===== src/design/dll_pkg.sv =====
`default_nettype none
package dll_pkg;

   localparam int POOL_NODES_DEF = 256;
   localparam int ID_BITS_DEF    = 16;

   localparam int KIND_BITS      = 3;
   localparam int ITEM_ID_BITS   = 16;
   localparam int HANDLE_BITS    = 8;
   localparam int STATUS_BITS    = 2;

   localparam logic [KIND_BITS-1:0] KIND_ADD_HEAD  = 3'd0;
   localparam logic [KIND_BITS-1:0] KIND_ADD_TAIL  = 3'd1;
   localparam logic [KIND_BITS-1:0] KIND_REMOVE    = 3'd2;
   localparam logic [KIND_BITS-1:0] KIND_FIND      = 3'd3;
   localparam logic [KIND_BITS-1:0] KIND_CLEAR_ALL = 3'd4;

   localparam logic [STATUS_BITS-1:0] ST_OK          = 2'd0;
   localparam logic [STATUS_BITS-1:0] ST_POOL_FULL   = 2'd1;
   localparam logic [STATUS_BITS-1:0] ST_NOT_FOUND   = 2'd2;
   localparam logic [STATUS_BITS-1:0] ST_NOT_IN_USE  = 2'd3;

   typedef struct packed {
      logic link_next;
      logic link_prev;
      logic item;
      logic used;
   } mem_wr_type;

endpackage
`default_nettype wire


===== src/design/dll_if.sv =====
`default_nettype none
interface dll_req_if;
   import dll_pkg::*;

   logic                    valid;
   logic                    ready;
   logic [KIND_BITS-1:0]    kind;
   logic [ITEM_ID_BITS-1:0] item_id;
   logic [HANDLE_BITS-1:0]  node_handle;

   modport source (output valid, output kind, output item_id, output node_handle,
                   input ready);
   modport sink   (input valid, input kind, input item_id, input node_handle,
                   output ready);
endinterface

interface dll_rsp_if #(
   parameter int LINK_BITS = 9
);
   import dll_pkg::*;

   logic                   valid;
   logic                   ready;
   logic [LINK_BITS-1:0]   result_node;
   logic [STATUS_BITS-1:0] status;
   logic [LINK_BITS-1:0]   list_count;

   modport source (output valid, output result_node, output status, output list_count,
                   input ready);
   modport sink   (input valid, input result_node, input status, input list_count,
                   output ready);
endinterface
`default_nettype wire


===== src/design/dll_seq.sv =====
`default_nettype none
module dll_seq #(
   parameter int POOL_NODES = dll_pkg::POOL_NODES_DEF,
   parameter int ID_BITS    = dll_pkg::ID_BITS_DEF,
   parameter int NODE_BITS  = $clog2(POOL_NODES),
   parameter int LINK_BITS  = $clog2(POOL_NODES + 1)
) (
   input  wire logic                 clock,
   input  wire logic                 reset,
   dll_req_if.sink                   req_if,
   dll_rsp_if.source                 rsp_if,
   output logic                      rd_en,
   output logic      [NODE_BITS-1:0] rd_addr,
   input  wire logic [LINK_BITS-1:0] rd_next,
   input  wire logic [LINK_BITS-1:0] rd_prev,
   input  wire logic [ID_BITS-1:0]   rd_id,
   input  wire logic                 rd_used,
   output dll_pkg::mem_wr_type       wr_en,
   output logic      [NODE_BITS-1:0] wr_addr,
   output logic      [LINK_BITS-1:0] wr_next,
   output logic      [LINK_BITS-1:0] wr_prev,
   output logic      [ID_BITS-1:0]   wr_id,
   output logic                      wr_used
);
   import dll_pkg::*;

   localparam logic [LINK_BITS-1:0] NONE_LINK = LINK_BITS'(POOL_NODES);
   localparam logic [NODE_BITS-1:0] LAST_NODE = NODE_BITS'(POOL_NODES - 1);
   localparam int HANDLE_EXT_BITS = HANDLE_BITS + LINK_BITS;

   typedef enum logic [9:0] {
      S_CLEAR     = 10'b00_0000_0001,
      S_IDLE      = 10'b00_0000_0010,
      S_ADD_NODE  = 10'b00_0000_0100,
      S_ADD_LINK  = 10'b00_0000_1000,
      S_REM_CHECK = 10'b00_0001_0000,
      S_REM_LINK  = 10'b00_0010_0000,
      S_REM_FREE  = 10'b00_0100_0000,
      S_FIND      = 10'b00_1000_0000,
      S_FLUSH     = 10'b01_0000_0000,
      S_RESP      = 10'b10_0000_0000
   } state_type;

   state_type               state_ff,  state_in;
   logic [NODE_BITS-1:0]    clr_ff,    clr_in;
   logic [LINK_BITS-1:0]    head_ff,   head_in;
   logic [LINK_BITS-1:0]    tail_ff,   tail_in;
   logic [LINK_BITS-1:0]    free_ff,   free_in;
   logic [LINK_BITS-1:0]    count_ff,  count_in;
   logic [LINK_BITS-1:0]    cur_ff,    cur_in;
   logic [LINK_BITS-1:0]    aux_ff,    aux_in;
   logic [LINK_BITS-1:0]    prv_ff,    prv_in;
   logic [KIND_BITS-1:0]    kind_ff,   kind_in;
   logic [ID_BITS-1:0]      id_ff,     id_in;
   logic [LINK_BITS-1:0]    res_ff,    res_in;
   logic [STATUS_BITS-1:0]  status_ff, status_in;

   logic                    rsp_valid_ff,  rsp_valid_in;
   logic [LINK_BITS-1:0]    rsp_node_ff,   rsp_node_in;
   logic [STATUS_BITS-1:0]  rsp_status_ff, rsp_status_in;
   logic [LINK_BITS-1:0]    rsp_count_ff,  rsp_count_in;

   logic [ID_BITS+ITEM_ID_BITS-1:0] id_ext;
   logic [HANDLE_EXT_BITS-1:0]      handle_ext;
   logic                            handle_ok;
   logic                            head_ok;
   logic                            tail_ok;
   logic                            free_ok;
   logic                            next_ok;
   logic                            prev_ok;
   logic                            aux_ok;

   assign id_ext     = {{ID_BITS{1'b0}}, req_if.item_id};
   assign handle_ext = {{LINK_BITS{1'b0}}, req_if.node_handle};
   assign handle_ok  = handle_ext < HANDLE_EXT_BITS'(POOL_NODES);
   assign head_ok    = head_ff < NONE_LINK;
   assign tail_ok    = tail_ff < NONE_LINK;
   assign free_ok    = free_ff < NONE_LINK;
   assign next_ok    = rd_next < NONE_LINK;
   assign prev_ok    = rd_prev < NONE_LINK;
   assign aux_ok     = aux_ff < NONE_LINK;

   assign req_if.ready       = (state_ff == S_IDLE);
   assign rsp_if.valid       = rsp_valid_ff;
   assign rsp_if.result_node = rsp_node_ff;
   assign rsp_if.status      = rsp_status_ff;
   assign rsp_if.list_count  = rsp_count_ff;

   always_comb begin
      state_in      = state_ff;
      clr_in        = clr_ff;
      head_in       = head_ff;
      tail_in       = tail_ff;
      free_in       = free_ff;
      count_in      = count_ff;
      cur_in        = cur_ff;
      aux_in        = aux_ff;
      prv_in        = prv_ff;
      kind_in       = kind_ff;
      id_in         = id_ff;
      res_in        = res_ff;
      status_in     = status_ff;
      rsp_valid_in  = rsp_valid_ff & ~rsp_if.ready;
      rsp_node_in   = rsp_node_ff;
      rsp_status_in = rsp_status_ff;
      rsp_count_in  = rsp_count_ff;
      rd_en         = 1'b0;
      rd_addr       = cur_ff[NODE_BITS-1:0];
      wr_en         = '0;
      wr_addr       = cur_ff[NODE_BITS-1:0];
      wr_next       = NONE_LINK;
      wr_prev       = NONE_LINK;
      wr_id         = id_ff;
      wr_used       = 1'b0;

      case (state_ff)
         S_CLEAR: begin
            wr_en.link_next = 1'b1;
            wr_en.link_prev = 1'b1;
            wr_en.used      = 1'b1;
            wr_addr         = clr_ff;
            wr_next         = LINK_BITS'(clr_ff) + LINK_BITS'(1);
            clr_in          = clr_ff + NODE_BITS'(1);
            if (clr_ff == LAST_NODE) begin
               state_in = S_IDLE;
            end
         end
         S_IDLE: begin
            if (req_if.valid) begin
               kind_in   = req_if.kind;
               id_in     = id_ext[ID_BITS-1:0];
               res_in    = NONE_LINK;
               status_in = ST_OK;
               state_in  = S_RESP;
               case (req_if.kind)
                  KIND_ADD_HEAD, KIND_ADD_TAIL: begin
                     if (free_ok) begin
                        rd_en    = 1'b1;
                        rd_addr  = free_ff[NODE_BITS-1:0];
                        cur_in   = free_ff;
                        state_in = S_ADD_NODE;
                     end else begin
                        status_in = ST_POOL_FULL;
                     end
                  end
                  KIND_REMOVE: begin
                     if (handle_ok) begin
                        rd_en    = 1'b1;
                        rd_addr  = handle_ext[NODE_BITS-1:0];
                        cur_in   = handle_ext[LINK_BITS-1:0];
                        state_in = S_REM_CHECK;
                     end else begin
                        status_in = ST_NOT_IN_USE;
                     end
                  end
                  KIND_FIND: begin
                     if (head_ok) begin
                        rd_en    = 1'b1;
                        rd_addr  = head_ff[NODE_BITS-1:0];
                        cur_in   = head_ff;
                        state_in = S_FIND;
                     end else begin
                        status_in = ST_NOT_FOUND;
                     end
                  end
                  KIND_CLEAR_ALL: begin
                     if (head_ok) begin
                        rd_en    = 1'b1;
                        rd_addr  = head_ff[NODE_BITS-1:0];
                        cur_in   = head_ff;
                        state_in = S_FLUSH;
                     end
                  end
                  default: begin
                     state_in = S_RESP;
                  end
               endcase
            end
         end
         S_ADD_NODE: begin
            free_in   = rd_next;
            wr_en     = '{link_next: 1'b1, link_prev: 1'b1, item: 1'b1, used: 1'b1};
            wr_used   = 1'b1;
            count_in  = count_ff + LINK_BITS'(1);
            res_in    = cur_ff;
            if (kind_ff == KIND_ADD_HEAD) begin
               wr_next = head_ff;
               aux_in  = head_ff;
               head_in = cur_ff;
               if (!tail_ok) begin
                  tail_in = cur_ff;
               end
               state_in = head_ok ? S_ADD_LINK : S_RESP;
            end else begin
               wr_prev = tail_ff;
               aux_in  = tail_ff;
               tail_in = cur_ff;
               if (!head_ok) begin
                  head_in = cur_ff;
               end
               state_in = tail_ok ? S_ADD_LINK : S_RESP;
            end
         end
         S_ADD_LINK: begin
            wr_addr = aux_ff[NODE_BITS-1:0];
            if (kind_ff == KIND_ADD_HEAD) begin
               wr_en.link_prev = 1'b1;
               wr_prev         = cur_ff;
            end else begin
               wr_en.link_next = 1'b1;
               wr_next         = cur_ff;
            end
            state_in = S_RESP;
         end
         S_REM_CHECK: begin
            if (!rd_used) begin
               status_in = ST_NOT_IN_USE;
               state_in  = S_RESP;
            end else begin
               prv_in = rd_prev;
               aux_in = rd_next;
               if (prev_ok) begin
                  wr_en.link_next = 1'b1;
                  wr_addr         = rd_prev[NODE_BITS-1:0];
                  wr_next         = rd_next;
               end else begin
                  head_in = rd_next;
               end
               if (!next_ok) begin
                  tail_in = rd_prev;
               end
               state_in = S_REM_LINK;
            end
         end
         S_REM_LINK: begin
            if (aux_ok) begin
               wr_en.link_prev = 1'b1;
               wr_addr         = aux_ff[NODE_BITS-1:0];
               wr_prev         = prv_ff;
            end
            state_in = S_REM_FREE;
         end
         S_REM_FREE: begin
            wr_en.link_next = 1'b1;
            wr_en.link_prev = 1'b1;
            wr_en.used      = 1'b1;
            wr_next         = free_ff;
            free_in         = cur_ff;
            if (count_ff != '0) begin
               count_in = count_ff - LINK_BITS'(1);
            end
            res_in   = cur_ff;
            state_in = S_RESP;
         end
         S_FIND: begin
            if (rd_id == id_ff) begin
               res_in   = cur_ff;
               state_in = S_RESP;
            end else if (next_ok) begin
               rd_en   = 1'b1;
               rd_addr = rd_next[NODE_BITS-1:0];
               cur_in  = rd_next;
            end else begin
               status_in = ST_NOT_FOUND;
               state_in  = S_RESP;
            end
         end
         S_FLUSH: begin
            wr_en.link_next = 1'b1;
            wr_en.link_prev = 1'b1;
            wr_en.used      = 1'b1;
            wr_next         = free_ff;
            free_in         = cur_ff;
            if (next_ok) begin
               rd_en   = 1'b1;
               rd_addr = rd_next[NODE_BITS-1:0];
               cur_in  = rd_next;
            end else begin
               head_in  = NONE_LINK;
               tail_in  = NONE_LINK;
               count_in = '0;
               state_in = S_RESP;
            end
         end
         S_RESP: begin
            if (!rsp_valid_ff || rsp_if.ready) begin
               rsp_valid_in  = 1'b1;
               rsp_node_in   = res_ff;
               rsp_status_in = status_ff;
               rsp_count_in  = count_ff;
               state_in      = S_IDLE;
            end
         end
         default: begin
            state_in = S_IDLE;
         end
      endcase
   end

   always_ff @(posedge clock) begin
      if (reset) begin
         state_ff     <= S_CLEAR;
         clr_ff       <= '0;
         head_ff      <= NONE_LINK;
         tail_ff      <= NONE_LINK;
         free_ff      <= '0;
         count_ff     <= '0;
         rsp_valid_ff <= 1'b0;
      end else begin
         state_ff     <= state_in;
         clr_ff       <= clr_in;
         head_ff      <= head_in;
         tail_ff      <= tail_in;
         free_ff      <= free_in;
         count_ff     <= count_in;
         rsp_valid_ff <= rsp_valid_in;
      end
   end

   always_ff @(posedge clock) begin
      cur_ff        <= cur_in;
      aux_ff        <= aux_in;
      prv_ff        <= prv_in;
      kind_ff       <= kind_in;
      id_ff         <= id_in;
      res_ff        <= res_in;
      status_ff     <= status_in;
      rsp_node_ff   <= rsp_node_in;
      rsp_status_ff <= rsp_status_in;
      rsp_count_ff  <= rsp_count_in;
   end

endmodule
`default_nettype wire


===== src/flat_wrapper.sv =====
// flat-port wrapper written by rule: the top's interface ports become plain ports
module dll_seq_flat import dll_pkg::*;
#(
   parameter int POOL_NODES = dll_pkg::POOL_NODES_DEF,
   parameter int ID_BITS    = dll_pkg::ID_BITS_DEF,
   parameter int NODE_BITS  = $clog2(POOL_NODES),
   parameter int LINK_BITS  = $clog2(POOL_NODES + 1)
)
  (clock, reset, rd_en, rd_addr, rd_next, rd_prev, rd_id, rd_used, wr_en, wr_addr, wr_next, wr_prev, wr_id, wr_used, req_if_valid, req_if_kind, req_if_item_id, req_if_node_handle, req_if_ready, rsp_if_valid, rsp_if_result_node, rsp_if_status, rsp_if_list_count, rsp_if_ready);
  dll_req_if req_if_i ();
  dll_rsp_if #(.LINK_BITS(LINK_BITS)) rsp_if_i ();
  input  wire logic clock;
  input  wire logic reset;
  output logic rd_en;
  output logic      [NODE_BITS-1:0] rd_addr;
  input  wire logic [LINK_BITS-1:0] rd_next;
  input  wire logic [LINK_BITS-1:0] rd_prev;
  input  wire logic [ID_BITS-1:0] rd_id;
  input  wire logic rd_used;
  output dll_pkg::mem_wr_type wr_en;
  output logic      [NODE_BITS-1:0] wr_addr;
  output logic      [LINK_BITS-1:0] wr_next;
  output logic      [LINK_BITS-1:0] wr_prev;
  output logic      [ID_BITS-1:0] wr_id;
  output logic wr_used;
  input wire logic [$bits(req_if_i.valid)-1:0] req_if_valid;
  input wire logic [$bits(req_if_i.kind)-1:0] req_if_kind;
  input wire logic [$bits(req_if_i.item_id)-1:0] req_if_item_id;
  input wire logic [$bits(req_if_i.node_handle)-1:0] req_if_node_handle;
  output wire logic [$bits(req_if_i.ready)-1:0] req_if_ready;
  output wire logic [$bits(rsp_if_i.valid)-1:0] rsp_if_valid;
  output wire logic [$bits(rsp_if_i.result_node)-1:0] rsp_if_result_node;
  output wire logic [$bits(rsp_if_i.status)-1:0] rsp_if_status;
  output wire logic [$bits(rsp_if_i.list_count)-1:0] rsp_if_list_count;
  input wire logic [$bits(rsp_if_i.ready)-1:0] rsp_if_ready;
  assign req_if_i.valid = req_if_valid;
  assign req_if_i.kind = req_if_kind;
  assign req_if_i.item_id = req_if_item_id;
  assign req_if_i.node_handle = req_if_node_handle;
  assign req_if_ready = req_if_i.ready;
  assign rsp_if_valid = rsp_if_i.valid;
  assign rsp_if_result_node = rsp_if_i.result_node;
  assign rsp_if_status = rsp_if_i.status;
  assign rsp_if_list_count = rsp_if_i.list_count;
  assign rsp_if_i.ready = rsp_if_ready;
  dll_seq #(.POOL_NODES(POOL_NODES), .ID_BITS(ID_BITS), .NODE_BITS(NODE_BITS), .LINK_BITS(LINK_BITS)) u_core (.clock(clock), .reset(reset), .req_if(req_if_i), .rsp_if(rsp_if_i), .rd_en(rd_en), .rd_addr(rd_addr), .rd_next(rd_next), .rd_prev(rd_prev), .rd_id(rd_id), .rd_used(rd_used), .wr_en(wr_en), .wr_addr(wr_addr), .wr_next(wr_next), .wr_prev(wr_prev), .wr_id(wr_id), .wr_used(wr_used));
endmodule

===== config.mk =====
export PLATFORM = sky130hd
export DESIGN_NAME = dll_seq_flat
export DESIGN_NICKNAME = d
export VERILOG_FILES = /design/src/design/dll_pkg.sv /design/src/design/dll_if.sv /design/src/design/dll_seq.sv /design/src/flat_wrapper.sv
export SDC_FILE = /design/constraint.sdc
export NUM_CORES = 1
export LEC_CHECK = 0
export BUFFER_PORTS_ARGS = -buffer_cell sky130_fd_sc_hd__buf_2
export CAP_MARGIN = 5
export CORE_ASPECT_RATIO = 1.75
export CORE_MARGIN = 3
export CORE_UTILIZATION = 51
export DETAILED_ROUTE_END_ITERATION = 8
export GPL_TIMING_DRIVEN = 0
export PLACE_DENSITY = 0.75
export SLEW_MARGIN = 5
export SYNTH_ARGS = -nofsm -noshare
export SYNTH_HDL_FRONTEND = slang
export SYNTH_SLANG_ARGS = --single-unit

===== constraint.sdc =====
create_clock -name clock -period 6.8 [get_ports clock]
set_input_delay 0.68 -clock clock [delete_from_list [all_inputs] [get_ports clock]]
set_output_delay 0.68 -clock clock [all_outputs]
set_load 0.005 [all_outputs]

==> qor.yml <==
crit_arrival_ns: 3.58
core_area_um2: 13520
finalSetupViolations: 0
wl_per_cell_um: 21.26
drv_cap: 0
start_util_pct: 52.74
port_buffers: 142
rr_endpoint: "u_core.count_ff[8]"
design_power_total_mw: 2.065
grt_first_pass_wirelength_um: 35850
cts_tree: "yes"
insertion_delay_ns: 0.43
drtAntennaViolNets: 0
grt_usage_pct: 31.16
die_width_um: 95.39
cp_data_required_time_ns: 6.12
timing_hold_violations_final: 0
cp-end-kind: "primary output"
yosysWarnings: 0
clk_pin_slew_ns: 0.06
syn_to_final_growth_pct: 22.79
setup_tns_ns: 0
dp_hpwl_um: 17860
synthFlopType: "edfxtp_1"
drt_iter0_markers: 690
peakVddDrop_mv: 0.1961
htreeDepth: 4
r2r_slack_ns: 3.79
whs_endpoint: "u_core.rsp_if.result_node[3]"
slew_headroom_pct: 20.62
final.min_clock_period_ns: 4.260
worstSetupPathType: "reg2out"
cts_sinks: 132
skew_ns: 0.007919
cts_buffer_depth: 2
routabilityCongestion: 1.002
r2r-start: "u_core.state_ff[8]"
synth_area_um2: 7132
synth_top_area_cell: "edfxtp_1"
grt_max_degree: 22
syn_avg_cell_area_um2: 9.347
ys_seq_elements: 132
firstDrtPassIters: 6
worst_hold_path_type: "reg2reg"
drt-total-wl_um: 23680
fp.dieH_um: 162.4
synth_seq_area_share_pct: 47.86
finalMaxSlewViolations: 0
place_ws_ns: 3.119
post_cts_resized: 0
die_area_um2: 15490
status: "finished clean"
grt-ovfl-total: 0
postSynth.asyncResetShare_pct: 0
cp-start-kind: "flip-flop"
synth_cell_types: 65
leakagePower_nw: 3.555
rsz0062_at_grt: "false"
crit_fanout: 10
antenna_found_initial: 1
reg2reg_depth: 10
hold_buffers: 0
grt_pass1_vias: 6622
routed_via_density: 6.155
power_density_nw_per_um2: 235.8
drive_above_1_share_pct: 21.30
synthTopCellsByArea: "edfxtp_1, dfxtp_1, nand2_1"
tightest_slew_ns: 1.182
layout.cells.non_filler: 1114
synth_edf_count: 77
io_pins: 144
finish.utilization_pct: 64.76
yosys.area.top_type_share_pct: 32.42
rows: 56
finish.net_count: 1001
clock.fmax_ghz: 0.2348
cts-root-buf: "clkbuf_16"
dr_total_vias: 6857
drc: 0
fin_ws_ns: 2.540
finalCritPeriodShare_pct: 62.64
syn_inst: 763
cts_buffers: 17
hold_depth: 0
post-cts-setup-buffer-count: 0
place_inst: 1081
syn_nets: 838
worstHoldStart: "u_core.res_ff[3]"
==> power breakdown <==
part	internal (mW)	total [mW]	switching, mW
Clock	0.668	1.04	0.369
Sequential	0.849	0.861	0.0118
Combinational	0.0645	0.167	0.103
Total	1.58	2.07	0.483
==> worst max path at each step <==
stage,depth (start not counted),end,startpoint
2_1_floorplan,6,rd_addr[0],rd_id[10]
3_3_place_gp,8,wr_addr[0],u_core.state_ff[7]
3_5_place_dp,8,wr_addr[6],u_core.state_ff[7]
4_1_cts,8,wr_addr[6],u_core.state_ff[7]
5_1_grt,8,wr_addr[6],u_core.state_ff[7]
6_report,8,wr_addr[6],u_core.state_ff[7]
==> metrics by stage <==
| stage | hold slack, ns | cell area [um2] |
|---|---|---|
| global placement | 0.4038 | 8060 |
| floorplan | 0.4003 | 7132 |
| detailed placement | 0.4062 | 8092 |
| global route | 0.4161 | 8757 |
| finish | 0.4183 | 8757 |
| CTS | 0.4171 | 8755 |
==> cells by family after synthesis <==
kind of cell / Yosys count / share of synthesized area [%]
and+or+nand+nor: 304 / 20.51
muxes: 27 / 3.825
AOI/OAI and AO/OA: 197 / 18.28
buffers and inverters: 58 / 3.421
adders and majority gates: 9 / 1.684
xor gates and xnor gates: 36 / 4.421
DFF: 132 / 47.86
==> flip-flops by register name, summed over array words and instances, names as in the netlist, 8 cells and up <==
register	count
u_core.cur_ff	9
u_core.clr_ff	8
u_core.head_ff	9
u_core.aux_ff	9
u_core.tail_ff	9
u_core.rsp_if.result_node	9
u_core.free_ff	9
u_core.rsp_if.list_count	9
u_core.count_ff	9
u_core.prv_ff	9
u_core.state_ff	10
u_core.wr_id	16
u_core.res_ff	9
==> critical path, stage by stage, from the launching register on <==
cell,delay (ns)
dfxtp_1,0.32
buf_2,0.20
nor4_4,0.41
nand3_1,0.43
nor2_1,0.73
clkbuf_1,0.55
a22oi_1,0.19
o211ai_1,0.15
buf_2,0.16
==> metal layers <==
layer,GRT usage (%),vias up,routed length (um)
met4,20.08,0,1873
met3,6.056,121,1720
met2,53.91,440,12230
met1,33.90,3144,7851
li1,-,3152,-
met5,0,-,0
==> synth_stat cells, types with 11 or more instances <==
library cell  number
o211ai_1          11
nand3_1           21
o21ai_0           46
a21oi_1           50
xnor2_1           25
or3_1             11
nor3_1            11
a22oi_1           42
nand4_1           12
clkbuf_1          29
xor2_1            11
mux2i_1           25
nor2_1            87
inv_1             17
dfxtp_1           55
nand2_1          108
edfxtp_1          77
==> layout make-up <==
class                      instances  area [um2]
antenna                            1       2.502
buffer                            40       176.4
clock buffer                      19       442.9
clock inverter                    13       220.2
fill                            1186        4766
inverter                          18       67.56
multi-input combinational        573        3483
sequential                       132        3413
tap                              174       217.7
timing repair buffer             144       733.2
==> cell usage in the layout (no fill, tap or decap), drive strengths merged, types with 12 or more instances in the layout <==
master	n
nor3	13
xnor2	25
nand2	108
edfxtp	77
o21ai	48
dfxtp	55
inv	22
nor2	88
a21oi	50
buf	154
mux2i	25
nand3	21
a22oi	42
clkbuf	49
nand4	12
No activity file was read; power rests on OpenSTA's default activity.
